## config.mk

```make
export PLATFORM = sky130hd
export DESIGN_NAME = grapheme_break_step
export DESIGN_NICKNAME = d
export VERILOG_FILES = /design/src/hdl/gbs_pkg.sv /design/src/hdl/grapheme_break_step.sv /design/src/hdl/gbs_core.sv
export VERILOG_INCLUDE_DIRS = /design/src /design/src/hdl
export SDC_FILE = /design/constraint.sdc
export NUM_CORES = 1
export LEC_CHECK = 0
export ABC_AREA = 1
export ABC_CLOCK_PERIOD_IN_PS = 3910
export BUFFER_PORTS_ARGS = -buffer_cell sky130_fd_sc_hd__buf_2
export CORE_MARGIN = 1
export CORE_UTILIZATION = 30
export CTS_CLUSTER_SIZE = 10
export DETAILED_ROUTE_END_ITERATION = 6
export PLACE_DENSITY_LB_ADDON = 0.2
export SLEW_MARGIN = 10
export SYNTH_ARGS = -nofsm -noshare
export SYNTH_HDL_FRONTEND = slang
export SYNTH_SLANG_ARGS = --single-unit
```

## constraint.sdc

```tcl
create_clock -name clk -period 3.91 [get_ports clk]
set_input_delay 0.9775 -clock clk [delete_from_list [all_inputs] [get_ports clk]]
set_output_delay 0.9775 -clock clk [all_outputs]
set_load 0.05 [all_outputs]
```

## src/hdl/grapheme_break_step_assert.svh

```systemverilog
// grapheme_break_step_assert.svh
// Assertion macros shared by the grapheme break step RTL.
// Each macro expects signals named clk and arst_n in the using scope.
`ifndef GRAPHEME_BREAK_STEP_ASSERT_SVH
`define GRAPHEME_BREAK_STEP_ASSERT_SVH

// Check that the consequent holds in the same cycle as the antecedent.
`define GBS_ASSERT_NOW(label, ante, cons) \
	label: assert property (@(posedge clk) disable iff (!arst_n) (ante) |-> (cons)) \
		else $error("grapheme_break_step: same-cycle check failed");

// Check that the consequent holds in the cycle after the antecedent.
`define GBS_ASSERT_NEXT(label, ante, cons) \
	label: assert property (@(posedge clk) disable iff (!arst_n) (ante) |=> (cons)) \
		else $error("grapheme_break_step: next-cycle check failed");

`endif

```

## src/hdl/gbs_pkg.sv

```systemverilog
// ----------------------------------------------------------------------------
// gbs_pkg
// Class codes, Indic conjunct codes and the item, result and state records
// shared by the grapheme break step modules.
// ----------------------------------------------------------------------------
package gbs_pkg;

	localparam int ClsW  = 5;
	localparam int IncbW = 2;

	// Grapheme break classes
	localparam logic [ClsW-1:0] BC_START       = 5'd0;
	localparam logic [ClsW-1:0] BC_OTHER       = 5'd1;
	localparam logic [ClsW-1:0] BC_CR          = 5'd2;
	localparam logic [ClsW-1:0] BC_LF          = 5'd3;
	localparam logic [ClsW-1:0] BC_CONTROL     = 5'd4;
	localparam logic [ClsW-1:0] BC_EXTEND      = 5'd5;
	localparam logic [ClsW-1:0] BC_L           = 5'd6;
	localparam logic [ClsW-1:0] BC_V           = 5'd7;
	localparam logic [ClsW-1:0] BC_T           = 5'd8;
	localparam logic [ClsW-1:0] BC_LV          = 5'd9;
	localparam logic [ClsW-1:0] BC_LVT         = 5'd10;
	localparam logic [ClsW-1:0] BC_RI          = 5'd11;
	localparam logic [ClsW-1:0] BC_SPACINGMARK = 5'd12;
	localparam logic [ClsW-1:0] BC_PREPEND     = 5'd13;
	localparam logic [ClsW-1:0] BC_ZWJ         = 5'd14;
	localparam logic [ClsW-1:0] BC_EXTPICT     = 5'd15;
	localparam logic [ClsW-1:0] BC_EZWG        = 5'd16;

	// Indic conjunct classes
	localparam logic [IncbW-1:0] ICB_NONE      = 2'd0;
	localparam logic [IncbW-1:0] ICB_CONSONANT = 2'd1;
	localparam logic [IncbW-1:0] ICB_EXTEND    = 2'd2;
	localparam logic [IncbW-1:0] ICB_LINKER    = 2'd3;

	typedef struct packed {
		logic             stateful_mode;
		logic             restart;
		logic [ClsW-1:0]  left_class;
		logic [IncbW-1:0] left_incb;
		logic [ClsW-1:0]  right_class;
		logic [IncbW-1:0] right_incb;
	} gbs_item_t;

	typedef struct packed {
		logic             break_allowed;
		logic [ClsW-1:0]  next_class;
		logic [IncbW-1:0] next_incb;
	} gbs_result_t;

	typedef struct packed {
		logic             valid;
		logic [ClsW-1:0]  cls;
		logic [IncbW-1:0] incb;
	} gbs_state_t;

endpackage

```

## src/hdl/grapheme_break_step.sv

```systemverilog
// ----------------------------------------------------------------------------
// grapheme_break_step
// One step of extended grapheme cluster boundary detection on a pair of
// code point classes, with optional kept state across steps.
//
// Usage:
//   Input channel (in_valid / in_stall) carries one code point pair per item
//   with its mode bits; output channel (out_valid / out_stall) returns one
//   result item per input item, in order.
//   The input register takes the item, then the decision logic loads the
//   result register once it is free or being taken. The kept class and
//   conjunct state update in the same edge that loads the result register,
//   so the next item sees it without a gap. Throughput is one item per
//   cycle while out_stall is low, set by the single decision stage.
//   When the receiver stalls, the result register holds; the input register
//   still takes one more item, after which in_stall rises.
//   Reset empties both registers and clears the kept state to empty, so the
//   first stateful item seeds from its left side.
// ----------------------------------------------------------------------------
module grapheme_break_step (
	input  logic                     clk,
	input  logic                     arst_n,
	input  logic                     in_valid,
	output logic                     in_stall,
	input  logic                     stateful_mode,
	input  logic                     restart,
	input  logic [gbs_pkg::ClsW-1:0]  left_class,
	input  logic [gbs_pkg::IncbW-1:0] left_incb,
	input  logic [gbs_pkg::ClsW-1:0]  right_class,
	input  logic [gbs_pkg::IncbW-1:0] right_incb,
	output logic                     out_valid,
	input  logic                     out_stall,
	output logic                     break_allowed,
	output logic [gbs_pkg::ClsW-1:0]  next_class,
	output logic [gbs_pkg::IncbW-1:0] next_incb
);
	import gbs_pkg::*;

	`include "grapheme_break_step_assert.svh"

	logic        s1_valid_q;
	gbs_item_t   item_s1;
	logic        s2_valid_q;
	gbs_result_t result_s2;
	gbs_state_t  state_q;
	gbs_result_t result_d;
	gbs_state_t  state_d;
	logic        adv;
	logic        take_in;

	// Move an item forward when the result register is free or being taken
	assign adv      = s1_valid_q && (!s2_valid_q || !out_stall);
	assign in_stall = s1_valid_q && !adv;
	assign take_in  = in_valid && !in_stall;

	// Input register
	always_ff @(posedge clk or negedge arst_n) begin
		if (!arst_n) begin
			s1_valid_q <= 1'b0;
		end else if (!in_stall) begin
			s1_valid_q <= in_valid;
		end
	end

	always_ff @(posedge clk) begin
		if (take_in) begin
			item_s1 <= '{stateful_mode: stateful_mode, restart: restart,
				left_class: left_class, left_incb: left_incb,
				right_class: right_class, right_incb: right_incb};
		end
	end

	// Decision logic
	gbs_core u_core (
		.item      (item_s1),
		.state_cur (state_q),
		.result    (result_d),
		.state_nxt (state_d)
	);

	// Kept state: advance only on stateful items
	always_ff @(posedge clk or negedge arst_n) begin
		if (!arst_n) begin
			state_q <= '0;
		end else if (adv && item_s1.stateful_mode) begin
			state_q <= state_d;
		end
	end

	// Result register
	always_ff @(posedge clk or negedge arst_n) begin
		if (!arst_n) begin
			s2_valid_q <= 1'b0;
		end else if (adv) begin
			s2_valid_q <= 1'b1;
		end else if (!out_stall) begin
			s2_valid_q <= 1'b0;
		end
	end

	always_ff @(posedge clk) begin
		if (adv) begin
			result_s2 <= result_d;
		end
	end

	assign out_valid     = s2_valid_q;
	assign break_allowed = result_s2.break_allowed;
	assign next_class    = result_s2.next_class;
	assign next_incb     = result_s2.next_incb;

	// Checks
	`GBS_ASSERT_NOW(a_stall_has_item, in_stall, s1_valid_q)
	`GBS_ASSERT_NOW(a_no_overwrite, s2_valid_q && out_stall, !adv)
	`GBS_ASSERT_NEXT(a_state_filled, adv && item_s1.stateful_mode, state_q.valid)
	`GBS_ASSERT_NEXT(a_stateless_keeps, adv && !item_s1.stateful_mode, $stable(state_q))

endmodule

```

## src/hdl/gbs_core.sv

```systemverilog
// ----------------------------------------------------------------------------
// gbs_core
// Combinational boundary decision for one code point pair, with seeding and
// advance of the kept class and Indic conjunct state.
// ----------------------------------------------------------------------------
module gbs_core (
	input  gbs_pkg::gbs_item_t   item,
	input  gbs_pkg::gbs_state_t  state_cur,
	output gbs_pkg::gbs_result_t result,
	output gbs_pkg::gbs_state_t  state_nxt
);
	import gbs_pkg::*;

	// Pairwise rules GB1 through GB13
	function automatic logic pair_break(input logic [ClsW-1:0] a, input logic [ClsW-1:0] b);
		logic brk;
		begin
			brk = 1'b1;
			if (a == BC_START) begin
				brk = 1'b1;
			end else if (a == BC_CR && b == BC_LF) begin
				brk = 1'b0;
			end else if (a == BC_CR || a == BC_LF || a == BC_CONTROL) begin
				brk = 1'b1;
			end else if (b == BC_CR || b == BC_LF || b == BC_CONTROL) begin
				brk = 1'b1;
			end else if (a == BC_L && (b == BC_L || b == BC_V || b == BC_LV || b == BC_LVT)) begin
				brk = 1'b0;
			end else if ((a == BC_LV || a == BC_V) && (b == BC_V || b == BC_T)) begin
				brk = 1'b0;
			end else if ((a == BC_LVT || a == BC_T) && b == BC_T) begin
				brk = 1'b0;
			end else if (b == BC_EXTEND || b == BC_ZWJ || b == BC_SPACINGMARK ||
					a == BC_PREPEND) begin
				brk = 1'b0;
			end else if (a == BC_EZWG && b == BC_EXTPICT) begin
				brk = 1'b0;
			end else if (a == BC_RI && b == BC_RI) begin
				brk = 1'b0;
			end
			return brk;
		end
	endfunction

	// Conjunct state: consonant (extend|linker)* linker ... consonant
	function automatic logic [IncbW-1:0] incb_advance(input logic [IncbW-1:0] s,
			input logic [IncbW-1:0] t);
		logic [IncbW-1:0] r;
		begin
			if (t == ICB_CONSONANT || s == ICB_CONSONANT || s == ICB_EXTEND) begin
				r = t;
			end else if (s == ICB_LINKER) begin
				r = (t == ICB_EXTEND) ? ICB_LINKER : t;
			end else begin
				r = s;
			end
			return r;
		end
	endfunction

	// Track pictographic Extend* ZWJ runs; close a regional indicator pair
	function automatic logic [ClsW-1:0] class_advance(input logic [ClsW-1:0] s,
			input logic [ClsW-1:0] t);
		logic [ClsW-1:0] r;
		begin
			r = t;
			if (s == BC_RI && t == BC_RI) begin
				r = BC_OTHER;
			end else if (s == BC_EXTPICT && t == BC_EXTEND) begin
				r = BC_EXTPICT;
			end else if (s == BC_EXTPICT && t == BC_ZWJ) begin
				r = BC_EZWG;
			end
			return r;
		end
	endfunction

	logic             seed;
	logic [ClsW-1:0]  eff_cls;
	logic [IncbW-1:0] eff_incb;
	logic             brk_pair;

	// Pick the effective left side: seed from the item or use the kept state
	always_comb begin
		seed = !state_cur.valid || item.restart;
		if (!item.stateful_mode) begin
			eff_cls  = item.left_class;
			eff_incb = item.left_incb;
		end else if (seed) begin
			eff_cls  = item.left_class;
			eff_incb = (item.left_incb == ICB_CONSONANT) ? ICB_CONSONANT : ICB_NONE;
		end else begin
			eff_cls  = state_cur.cls;
			eff_incb = state_cur.incb;
		end
		brk_pair = pair_break(eff_cls, item.right_class);
	end

	// Decide the break, advance the state and show the advanced state in stateful mode, else the held state
	always_comb begin
		state_nxt.valid = 1'b1;
		state_nxt.cls   = class_advance(eff_cls, item.right_class);
		state_nxt.incb  = incb_advance(eff_incb, item.right_incb);
		if (item.stateful_mode) begin
			// GB9c: no break inside a conjunct cluster
			result.break_allowed = brk_pair &&
				!(eff_incb == ICB_LINKER && item.right_incb == ICB_CONSONANT);
			result.next_class    = state_nxt.cls;
			result.next_incb     = state_nxt.incb;
		end else begin
			result.break_allowed = brk_pair;
			result.next_class    = state_cur.cls;
			result.next_incb     = state_cur.incb;
		end
	end

endmodule

```

==> results.txt <==
Outcome - complete, no violations
R2r worst-path depth - 11
Register-to-register setup slack - 1.76 ns
Area after DPL - 0.00201 sq mm
Initial antenna violation count - 0
Slew HR - 56.7%
Non-Filler Instances - 321
Worst-margin pin slew - 0.650 ns
Die Wd - 79.2 um
Most used standard cell by instance count after synthesis - nand2_1
Crit path launch type - input pin
First-pass DRT Iterations - 4
Initial drt markers - 83
Top cells by area, synth - edfxtp_1, nand2_1, dfrtp_1, inv_1, nor2_1
Clock transition at path regs - 0.08 ns
Die area - 0.00628 sq mm
Reg2reg start - item_s1[15]
Register area share after synthesis - 54.3%
VDD IR max - 0.000157 V
Largest net degree at the start of global routing - 20
Hpwl dp - 2660 um
Reg2Reg Capture Point - break_allowed
Clk_skew - 0.0118 ns
Final wirelength - 3430 um
Placed cells - 313
DRC - 0
Achievable Freq - 0.402 GHz
# clock sinks - 34
Synth warn - 0
Main synth FF type - edfxtp_1
CTS HTree Levels - 2
Routed wire per std cell - 10.7 um
I/O pins - 30
Critical path endpoint category - output pin
CTS max path bufs - 2
ANT nets after route - 0
Final period util - 63.6%
Max Cap Viol - 0
Endpoints failing hold - 0
Hold Crit Start - s1_valid_q
Vias per std cell - 4.36
GRT Overall Usage - 12.3%
Global-route wire length before repair - 5710 um
Number of global-route vias before repair - 1249
Syn Inst Count - 215
# nets final - 268
Number of library cell types mapped by synthesis - 24
CTS tree - yes
Setup Viol. Count Final - 0
Core Region - 0.00564 sq mm
Port bufs - 29
# rows - 27
Netlist Area Pre-Place - 0.00179 sq mm
Top cell type by total area after synthesis - edfxtp_1
Area grow syn2layout - 19.4%
Worst-Skew Late Latency - 0.29 ns
Setup_tns - 0 ns
Post-CTS setup buffers - 0
Number of synthesized flops with an enable pin - 24
Flop and latch count out of synthesis - 34
HP Class - flop to flop
CTS root buffer - clkbuf_8
Grt total ovfl - 0
Post-synth top cells - nand2_1, inv_1, edfxtp_1
Crit Path Max Fanout - 2
Initial Utilization - 31.7%
Design area - 0.00214 sq mm
Minimum clock period - 2.49 ns
Die Y - 79.2 um
# hold bufs at CTS - 0
Max-slew violations - 0
Unrepaired setup endpoints after global routing - false
Diodes inserted - 0
Post-Syn Area per Cell - 8.32 sq um
Hold Path Sink - out_valid
P_leak - 0.00101 uW
Critical Path RT - 2.93 ns
Pwr Density - 482 mW/mm^2
Ys async rst share - 29.4%
Via count - 1400
CTS buffer count - 5
Routability cong. - 0.826
Yosys top cell area share - 40.3%
Hold path depth - 2
Layout cells sized above 1 - 20.5%
WP data arrival - 1.51 ns
Post-CTS sizing - 0
Crit Path Class - input pin to output pin
Syn_nets - 235
-- cells in the final DEF (no fill, tap or decap), types with 5 or more instances in the layout --
cell type  count
a21oi_1        5
buf_2         29
clkbuf_8       5
dfrtp_1       10
edfxtp_1      24
inv_1         28
nand2_1       70
nand2_2        5
nand3_1       12
nand4_1        6
nor2_1        19
o21ai_0       14
o21ai_1        7
-- worst max path at each step --
stage          startpoint        to  slack (ns)  cells after the start
6_report        out_stall  in_stall        1.42                      4
2_1_floorplan   out_stall  in_stall        1.20                      2
3_3_place_gp    out_stall  in_stall        1.41                      4
4_1_cts         out_stall  in_stall        1.42                      4
5_1_grt         out_stall  in_stall        1.37                      4
3_5_place_dp    out_stall  in_stall        1.42                      4
-- cell families (layout without fill, tap and decap cells) --
| kind of cell | after synthesis | count (layout) | share of synthesized area, % |
|---|---|---|---|
| buffers and inverters | 34 | 68 | 7.62 |
| AO/OA/AOI/OAI | 29 | 29 | 8.67 |
| AND/OR/NAND/NOR | 118 | 118 | 29.4 |
| flip-flops | 34 | 34 | 54.3 |
-- final cells by class --
| cell class | instances | area (sq um) |
|---|---|---|
| Tap cell | 72 | 90.1 |
| Multi-Input combinational cell | 147 | 682 |
| Clock inverter | 1 | 8.76 |
| Clock buffer | 7 | 119 |
| Timing Repair Buffer | 30 | 153 |
| Fill cell | 568 | 3510 |
| Inverter | 30 | 113 |
| Sequential cell | 34 | 971 |
-- where the power goes --
| group | switching (uW) | internal, uW | leakage [uW] |
|---|---|---|---|
| registers | 34.7 | 443 | 0.000350 |
| clock network | 135 | 204 | 0.0000647 |
| logic | 151 | 61.6 | 0.000595 |
| total | 321 | 708 | 0.00101 |
-- per-layer routing --
layer / routed length (um) / global-route usage (%)
met5: 0 / 0
met4: 79 / 7.09
met3: 140 / 2.07
met2: 1480 / 18.4
met1: 1730 / 16.6
-- critical path: stages --
cell and delay, ns:
buf_2 0.09, nand2_1 0.06, nor2_1 0.11, buf_2 0.28
-- sequential cells by signal (all words and copies together), names as in the netlist --
register and cells:
break_allowed 1, item_s1 16, next_class 5, next_incb 2, out_valid 1, s1_valid_q 1
state_q 8
-- metrics by stage --
step	utilization [%]	worst slack [ns]	hold slack [ns]	total power (uW)
6_report	37.9	1.42	0.470	1030
5_1_grt	37.9	1.37	0.520	1080
4_1_cts	37.9	1.42	0.468	1040
3_5_place_dp	35.6	1.42	0.449	700
3_3_place_gp	35.6	1.41	0.445	696
2_1_floorplan	-	1.20	0.433	640
Note: power is estimated with default switching activity, not from simulation.
